File: src/rtl/tccw_pkg.sv
// tccw_pkg: shared types and constants for the text console character writer.
// Used by tccw_front, tccw_back and text_console_char_writer.
package tccw_pkg;

  localparam int unsigned COLUMNS_DEF  = 80;
  localparam int unsigned ROWS_DEF     = 25;
  localparam int unsigned TAB_STEP_DEF = 4;

  localparam logic [7:0] CH_BLANK = 8'h20;
  localparam logic [7:0] CH_TILDE = 8'h7e;
  localparam logic [7:0] CH_BS    = 8'h08;
  localparam logic [7:0] CH_TAB   = 8'h09;
  localparam logic [7:0] CH_NL    = 8'h0a;

  localparam logic [1:0] REQ_PUT   = 2'd0;
  localparam logic [1:0] REQ_CLEAR = 2'd1;
  localparam logic [1:0] REQ_READ  = 2'd2;

  // OP_NOP: ignored character, scroll check still applies.
  // OP_SKIP: unknown request, touches nothing.
  typedef enum logic [2:0] {
    OP_NOP   = 3'd0,
    OP_PRINT = 3'd1,
    OP_BS    = 3'd2,
    OP_TAB   = 3'd3,
    OP_NL    = 3'd4,
    OP_CLEAR = 3'd5,
    OP_READ  = 3'd6,
    OP_SKIP  = 3'd7
  } op_e;

  typedef struct packed {
    op_e         op;
    logic [7:0]  code;
    logic [10:0] idx;
  } cmd_t;

endpackage

File: src/rtl/tccw_front.sv
// tccw_front: accepts requests, classifies them and holds them in a short queue.
// Depends on tccw_pkg.
module tccw_front (
  input  logic              clk_i,
  input  logic              rst_ni,
  input  logic              valid_i,
  output logic              stall_o,
  input  logic [1:0]        req_type_i,
  input  logic [7:0]        char_code_i,
  input  logic [10:0]       cell_index_i,
  output logic              cmd_valid_o,
  input  logic              cmd_pop_i,
  output tccw_pkg::cmd_t    cmd_o
);

  tccw_pkg::cmd_t q_mem [2];
  logic       wp_q, wp_d, rp_q, rp_d;
  logic [1:0] cnt_q, cnt_d;
  logic       push;
  tccw_pkg::op_e op;

  always_comb begin
    op = tccw_pkg::OP_NOP;
    case (req_type_i)
      tccw_pkg::REQ_PUT: begin
        if (char_code_i >= tccw_pkg::CH_BLANK && char_code_i <= tccw_pkg::CH_TILDE)
          op = tccw_pkg::OP_PRINT;
        else if (char_code_i == tccw_pkg::CH_BS) op = tccw_pkg::OP_BS;
        else if (char_code_i == tccw_pkg::CH_TAB) op = tccw_pkg::OP_TAB;
        else if (char_code_i == tccw_pkg::CH_NL) op = tccw_pkg::OP_NL;
        else op = tccw_pkg::OP_NOP;
      end
      tccw_pkg::REQ_CLEAR: op = tccw_pkg::OP_CLEAR;
      tccw_pkg::REQ_READ:  op = tccw_pkg::OP_READ;
      default:             op = tccw_pkg::OP_SKIP;
    endcase
  end

  assign stall_o     = (cnt_q == 2'd2);
  assign push        = valid_i && !stall_o;
  assign cmd_valid_o = (cnt_q != 2'd0);
  assign cmd_o       = q_mem[rp_q];

  always_comb begin
    wp_d  = push ? ~wp_q : wp_q;
    rp_d  = cmd_pop_i ? ~rp_q : rp_q;
    cnt_d = cnt_q + {1'b0, push} - {1'b0, cmd_pop_i};
  end

  always_ff @(posedge clk_i) begin
    if (push) q_mem[wp_q] <= '{op: op, code: char_code_i, idx: cell_index_i};
  end

  always_ff @(posedge clk_i or negedge rst_ni) begin
    if (!rst_ni) begin
      wp_q  <= 1'b0;
      rp_q  <= 1'b0;
      cnt_q <= 2'd0;
    end else begin
      wp_q  <= wp_d;
      rp_q  <= rp_d;
      cnt_q <= cnt_d;
    end
  end

`ifndef NO_ASSERTIONS
  a_no_pop_empty: assert property (@(posedge clk_i) disable iff (!rst_ni)
    cmd_pop_i |-> cmd_valid_o) else $error("pop from empty queue");
  a_cnt_range: assert property (@(posedge clk_i) disable iff (!rst_ni)
    cnt_q != 2'd3) else $error("queue count overflow");
  a_full_stall: assert property (@(posedge clk_i) disable iff (!rst_ni)
    (cnt_q == 2'd2 && !cmd_pop_i) |=> stall_o) else $error("full queue not stalled");
`endif

endmodule

File: config.mk
export PLATFORM = sky130hd
export DESIGN_NAME = tccw_front
export DESIGN_NICKNAME = d
export VERILOG_FILES = /design/src/rtl/tccw_pkg.sv /design/src/rtl/tccw_front.sv
export SDC_FILE = /design/constraint.sdc
export NUM_CORES = 1
export LEC_CHECK = 0
export ABC_AREA = 1
export BUFFER_PORTS_ARGS = -buffer_cell sky130_fd_sc_hd__buf_2
export CORE_AREA = 2 2 61 63
export CTS_BUF_LIST = sky130_fd_sc_hd__clkbuf_4 sky130_fd_sc_hd__clkbuf_8
export DETAILED_ROUTE_END_ITERATION = 16
export DIE_AREA = 0 0 63 65
export HOLD_SLACK_MARGIN = 0.12
export PLACE_DENSITY_LB_ADDON = 0.05
export SETUP_SLACK_MARGIN = 0.15
export SYNTH_ARGS = -nofsm -noshare
export SYNTH_HDL_FRONTEND = slang
export SYNTH_SLANG_ARGS = --single-unit
File: constraint.sdc
create_clock -name clk_i -period 3.8 [get_ports clk_i]
set_clock_uncertainty 0.05 [all_clocks]
set_input_delay 0.19 -clock clk_i [delete_from_list [all_inputs] [get_ports clk_i]]
set_output_delay 0.19 -clock clk_i [all_outputs]
set_load 0.02 [all_outputs]
Yosys cells after proc, flatten, opt, wreduce, memory -nomap -nowiden --
Memories as Yosys holds them, arrays and structs flattened. Index checks and enable logic that the tools add are counted.
Word-level totals: word-level logic and storage cells 28, bits in writable memories 44, memories kept 1, output and inout port bits 24, bits in registers 4
Operators by class: add/subtract/negate cells 2, bitwise logic cells 2, equal/unequal tests 6, multiplexer cells 7, reductions and logical operators 5, magnitude comparators 2
Memory list:
- q_mem | words 2, bits a word 22, rd ports 1, clocked after memory_dff 0, wr ports 1, RTL line tccw_front.sv:16 | tccw_pkg::cmd_t q_mem [2];
Operator list (count):
- $eq A8 B4 Y1 const B | 3
- $mux W3 | 4
- $pmux W3 S3 | 1
- $ge A8 B6 Y1 const B | 1
- $le A8 B7 Y1 const B | 1
- $eq A2 B2 Y1 const B | 2
- $add A2 B1 Y2 | 1
- $eq A2 B1 Y1 const B | 1
- $logic_and A1 B1 Y1 | 2
- $logic_not A2 Y1 | 1
- $mux W1 | 2
- $not A1 Y1 | 2
- $reduce_bool A2 Y1 | 1
- $sub A2 B1 Y2 | 1
- $logic_not A1 Y1 | 1

Depth between registers and ports, before layout --
Gate-level depths: netlist of the first run.
word-level depth 6, mapped depth 9, depth with buffers taken out 9

Worst setup path before layout of the first run --
Ideal clock, no wire load.
path type reg2reg, start point reg cnt_q[1], end point mem q_mem[1][0] (netlist name), enable pin, clock period less this slack 1943 ps, arrival 1492 ps, data required time 3349 ps, setup slack 1857 ps, stages on the path, launching flop included 4, path through dfrtp_1 inv_1 o21ai_2 nor2_1
On the way: word-level cells in the longest chain between the ends 5
RTL lines:
- start: declaration | RTL line tccw_front.sv:18 | logic [1:0] cnt_q, cnt_d;
- start signal: assignment | RTL line tccw_front.sv:62 | cnt_q <= cnt_d;
- $eq A2 B2 Y1 | RTL line tccw_front.sv:39 | assign stall_o = (cnt_q == 2'd2);
- $logic_not A1 Y1 | RTL line tccw_front.sv:40 | assign push = valid_i && !stall_o;
- $logic_and A1 B1 Y1 | RTL line tccw_front.sv:40
- $mux W1 | RTL line tccw_front.sv:51 | if (push) q_mem[wp_q] <= '{op: op, code: char_code_i, idx: cell_index_i};
- $mux W1 (implied by the code) | RTL line tccw_front.sv:51
- end: declaration | RTL line tccw_front.sv:16
Every way passes these cells.

==> impl_results.md, run 1 <==
* Outcome: finished, final reports clean
* CTS H-tree lvls at 2
* Crit path launch type: register
* Die Y at about 65 µm
* First drt pass iteration count at 4
* Relative slew slack at 24.7%
* Final min period at ~2200 ps
* Period utilisation layout at 56.7%
* Adder-Cell Fraction of Synth Area at 2.54%
* Net Count, Synth at 156
* Post-Syn Area at around 2000 µm²
* Die Wd at 63 µm
* RSZ-0062 raised after global routing: no
* Largest net degree at the start of global routing at 24
* Final Hold Vio Count at 0
* Post-CTS Resized at 0
* Vias in the first global route at 1306
* Clk sinks at 48
* Post-synthesis register bit count at 48
* Area growth syn-to-layout at 28.9%
* Synth Area in XOR/XNOR at 1.78%
* Mux share of post-synthesis cell area at between 10% and 20%
* CP required at 3560 ps
* Gp weighted congestion at 0.754
* Post-CTS setup repair buffer count at 0
* VDD IR max at 0.406 mV
* First-pass GRT wire length at about 5.5 mm
* Max-Cap Viols at 0
* Number of port buffers at 48
* Cells after Synth at about 130
* Max Fclk at about 460 MHz
* CTS buffer count at 5
* Core Footprint at between 3000 and 4000 µm²
* Total wire length at 3.29 mm
* Most frequent cells in the layout: buf_2, edfxtp_1, dlygate4sd3_1, mux2_2, nand2_1
* Starting Density at a little under three fifths
* Syn_area_per_cell at 15.5 µm²
* Simple-gate share of the synthesized area at under 10%
* Largest family of logic cells by synthesized area: multiplexers
* Setup TNS at 0 ps
* Finish-stage setup viols at 0
* Root buf cell: clkbuf_4
* Layout cell share with drive strength beyond 1 at 40.2%
* Clock Pin Slew Worst Setup and Hold Paths at 120 ps
* Crit Path Max Fanout at 23
* Yosys cell types at 15
* IO Count at 49
* Final slew viol count at 0
* Crit path kind: register to primary output
* Crit end category: primary output
* Worst hold slack at about 200 ps
* Final Core Density at 72.6%
* Worst slew pin tran at approximately 1100 ps
* Final setup margin at 1640 ps
* Critical Path AT at around 1900 ps
* Clock Latency Late Sink at 350 ps
* Diode count at 0
* Via/cell ratio at 4.70
* Total global routing overflow at 0
* DRC at 0
* Sequential-to-total area share from yosys stat at just over 70%
* Pleak at 1.04 nW
* Synth Warn # at 0
* Post-route ant nets at 0
* DRT iter0 DRCs at 38
* GRT Overall Usage at 18.0%
* Clk buf depth at 2
* Worst hold path class: input port to register
* Pwr/cell area at 633 nW/µm²
* Layout net count at 232
* CTS tree: built
* Complex-gate fraction of the synthesized area at 0.699%
* Wirelength per Cell at 13.0 µm
* Row Count at 22
* DP Worst Slack at 1830 ps
* Routed via count at around 1200
* Dpl hpwl at between 2 and 2.5 mm
* Non-Filler Instances at 252
* Inst Count DP at 221
* Most common cell after layout, fill and taps aside: buf_2
* Initial antenna violation count at 0
* Die area at 4100 µm²
==> power breakdown <==
part / switching, W / internal, W
registers: 0.0000797 / 0.000728
logic: 0.000331 / 0.000247
clock network: 0.000145 / 0.0000777
total: 0.000555 / 0.00105
==> routing by layer <==
metal	global-route usage (%)	share of wire, %
met3	3.30	4.4
met5	0	0
met1	18.9	40
met2	34.7	54
met4	8.33	1.4
==> critical path, cell delays in order, from the launching register on <==
cell and delay [ps]:
dfrtp_1 970, mux2_2 420, buf_2 160
==> flip-flops by register name, indices dropped and copies added, names as in the netlist <==
name and count:
wp_q 1, q_mem 44, rp_q 1, cnt_q 2
==> metrics by stage <==
stage | instance area [µm²] | power, W
floorplan | 1970 | 0.00122
global placement | 2250 | 0.00137
detailed placement | 2250 | 0.00139
CTS | 2540 | 0.00163
global route | 2540 | 0.00170
finish | 2540 | 0.00161
==> cell families after synthesis <==
group                      after synthesis
and+or+nand+nor                         32
adders and majority gates                4
muxes                                   22
DFF                                     48
AOI/OAI and AO/OA                        2
xor gates and xnor gates                 4
buffers and inverters                   15
==> final timing paths <==
check | startpoint | slack (ps) | endpoint | cells past startpoint
setup reg to reg | cnt_q[1] | 1890 | q_mem[1][17] | 3
setup / recovery | rp_q | 1640 | cmd_o[11] | 2
max in group asynchronous | rst_ni | 2860 | cnt_q[1] | 3
min in group asynchronous | rst_ni | 670 | cnt_q[0] | 3
hold / removal | req_type_i[1] | 200 | q_mem[0][20] | 4
hold reg to reg | cnt_q[0] | 560 | cnt_q[0] | 1
==> what timing repair did <==
action                                  in CTS  in global routing
endpoints found under the setup margin       0                  0
hold buffers                                23                  0
endpoints found under the hold margin       44                  0
==> Yosys cell counts <==
library cell	count	area (µm²)
a21oi_1	1	5.00
buf_6	2	22.5
dfrtp_1	4	100
edfxtp_1	44	1320
ha_1	4	50.1
inv_1	13	48.8
mux2_2	22	248
nand2_1	20	75.1
nand4_1	2	12.5
nor2_1	8	30.0
nor2_2	1	6.26
o21ai_2	1	8.76
or2_2	1	6.26
xnor2_1	1	8.76
xor2_1	3	26.3
==> final cells by class <==
class                      count  area [µm²]
timing repair buffer          71         470
clock buffer                   6        45.0
multi-input combinational     64         482
sequential                    48        1420
clock inverter                 2        11.3
tap                           48        60.1
inverter                      13        48.8
fill                         239         957
Note: power is estimated with default switching activity, not from simulation.
==> run 2, diff against run 1 <==
Settings changed: CORE_AREA 2 2 61 63 to 2 2 64 66, DIE_AREA 0 0 63 65 to 0 0 66 68.
Clock period 3.8 ns to 2 ns, I/O delays scaled along.
==> impl_results.md, run 2 (synthesis gave the netlist of run 1 again) <==
* DP Worst Slack at 434 ps (-1400 ps)
* CTS buffer count at 5 (unchanged)
* First drt pass iteration count at 4 (unchanged)
* Root buf cell: clkbuf_8
* Clock Pin Slew Worst Setup and Hold Paths at 80 ps (-40 ps)
* Int Pwr at 0.00228 W (+120%)
* Pwr/cell area at 1270 nW/µm² (+100%)
* Worst hold path class: input port to register
* Die Wd at 66 µm (+4.8%)
* Grt met3 use at 5.76% (+2.5 points)
* Wirelength per Cell at 13.2 µm (+0.91%)
* Via/cell ratio at 4.66 (-0.81%)
* RSZ-0062 raised after global routing: no
* Biggest register: q_mem
* Critical Path AT at 1470 ps (-450 ps)
* Met2 Use GR at 33.3% (-1.4 points)
* Core Footprint at 3860 µm² (+10%)
* First-pass GRT wire length at 5.46 mm (-0.26%)
* Global routing's busiest layer: met2
* Routed via count at 1208 (+1.9%)
* Diode count at 0 (unchanged)
* DRC at 0 (unchanged)
* Clk pwr share at 20.1% (+6.3 points)
* Sw frac at 32.1% (-2.4 points)
* Largest net degree at the start of global routing at 24 (unchanged)
* Gp weighted congestion at 0.736 (-2.4%)
* CTS H-tree lvls at 2 (unchanged)
* Vias in the first global route at 1266 (-3.1%)
* Number of port buffers at 48 (unchanged)
* Most common cell after layout, fill and taps aside: buf_2
* Setup TNS at 0 ps (unchanged)
* Post-CTS Resized at 0 (unchanged)
* Crit path launch type: register
* Total wire length at 3.41 mm (+3.7%)
* Worst slew pin tran at 311 ps (-817 ps)
* Met1 usage at 17.0% (-2.0 points)
* CTS tree: built
* Die area at 4490 µm² (+9.6%)
* Outcome: finished, final reports clean
* Layout cell share with drive strength beyond 1 at 42.1% (+1.9 points)
* CP required at 1850 ps (-1710 ps)
* Max-Cap Viols at 0 (unchanged)
* Final slew viol count at 0 (unchanged)
* Period utilisation layout at 81.0%
* Clock Latency Late Sink at 290 ps (-60 ps)
* Pleak at 1.10 nW (+5.3%)
* Final setup margin at 379 ps (-1270 ps)
* GRT Overall Usage at 17.1% (-0.98 points)
* Max reg flops at 44 (unchanged)
* Sequential Power Share at 43.1% (-7.1 points)
* Most frequent cells in the layout: buf_2, edfxtp_1, dlygate4sd3_1, mux2_2, nand2_1
* Finish-stage setup viols at 0 (unchanged)
* Clk buf depth at 2 (unchanged)
* Total global routing overflow at 0 (unchanged)
* Final min period at 1620 ps
* Post-route ant nets at 0 (unchanged)
* Crit Path Max Fanout at 23 (unchanged)
* Max Fclk at 617 MHz
* FILL cells at 293 (+23%)
* Initial antenna violation count at 0 (unchanged)
* Starting Density at 51.1% (-5.3 points)
* Relative slew slack at 79.3% (+55 points)
* Clk sinks at 48 (unchanged)
* Area growth syn-to-layout at 33.7%
* Inst Count DP at 228 (+3.2%)
* Psw at 0.00108 W (+94%)
* Gate power share at 36.8% (+0.9 points)
* Non-Filler Instances at 259 (+2.8%)
* DRT iter0 DRCs at 31 (-18%)
* Top Registers: q_mem: 44 flops, cnt_q: 2 flops
* Layout net count at 237 (+2.2%)
* IO Count at 49 (unchanged)
* Worst hold slack at 200 ps (-2.35 ps)
* Final Hold Vio Count at 0 (unchanged)
* Die Y at 68 µm (+4.6%)
* VDD IR max at 0.741 mV (+82%)
* Row Count at 23 (+4.5%)
* Crit end category: primary output
* Crit path kind: register to primary output
* Dpl hpwl at 2.28 mm (+10%)
run 2: per-layer routing:
| metal | wire length, µm | vias to the layer above |
|---|---|---|
| met3 | 166 | 2 |
| met2 | 1900 | 30 |
| met1 | 1330 | 572 |
| li1 | - | 604 |
| met4 | 8 | 0 |
| met5 | 0 | - |
run 2: layout make-up:
cell class | instances | area, µm² | area share [%]
Timing Repair Buffer | 76 | 508 | 19.3
Clock buffer | 6 | 76.3 | 2.90
Multi-Input combinational cell | 64 | 482 | 18.3
Sequential cell | 48 | 1420 | 54.0
Clock inverter | 2 | 35.0 | 1.33
Inverter | 13 | 48.8 | 1.85
Tap cell | 50 | 62.6 | 2.38
run 2: what timing repair did:
action | in CTS | in global routing
hold buffers | 23 | 0
endpoints found under the hold margin | 44 | 0
setup buffers | 0 | 0
endpoints found under the setup margin | 0 | 0
run 2: worst max-delay path, stage by stage (launching register included):
cell	delay (ps)
dfrtp_1	330
buf_4	300
mux2_2	380
buf_2	160
run 2: final timing paths:
check,from,slack [ps],endpoint,cells past startpoint
worst max-delay path,rp_q,380,cmd_o[17],3
worst min-delay path,req_type_i[1],200,q_mem[1][20],4
worst max register to register,cnt_q[0],420,cnt_q[1],6
worst min register to register,cnt_q[0],540,cnt_q[0],1
max in group asynchronous,rst_ni,1070,wp_q,3
min in group asynchronous,rst_ni,650,cnt_q[0],3
run 2: metrics by stage:
step	util [%]	cell area, µm²	power (W)
6_report	68.3	2630	0.00335
5_1_grt	68.3	2630	0.00355
4_1_cts	68.3	2630	0.00339
3_5_place_dp	59.4	2290	0.00268
3_3_place_gp	59.4	2290	0.00265
2_1_floorplan	-	1970	0.00232
run 2: power by group through the flow:
stage               combinational [W]  sequential, W  clock, W
global placement              0.00120        0.00145         0
detailed placement            0.00121        0.00147         0
floorplan                    0.000850        0.00147         0
finish                        0.00123        0.00144  0.000673
CTS                           0.00125        0.00145  0.000694
global route                  0.00134        0.00147  0.000740
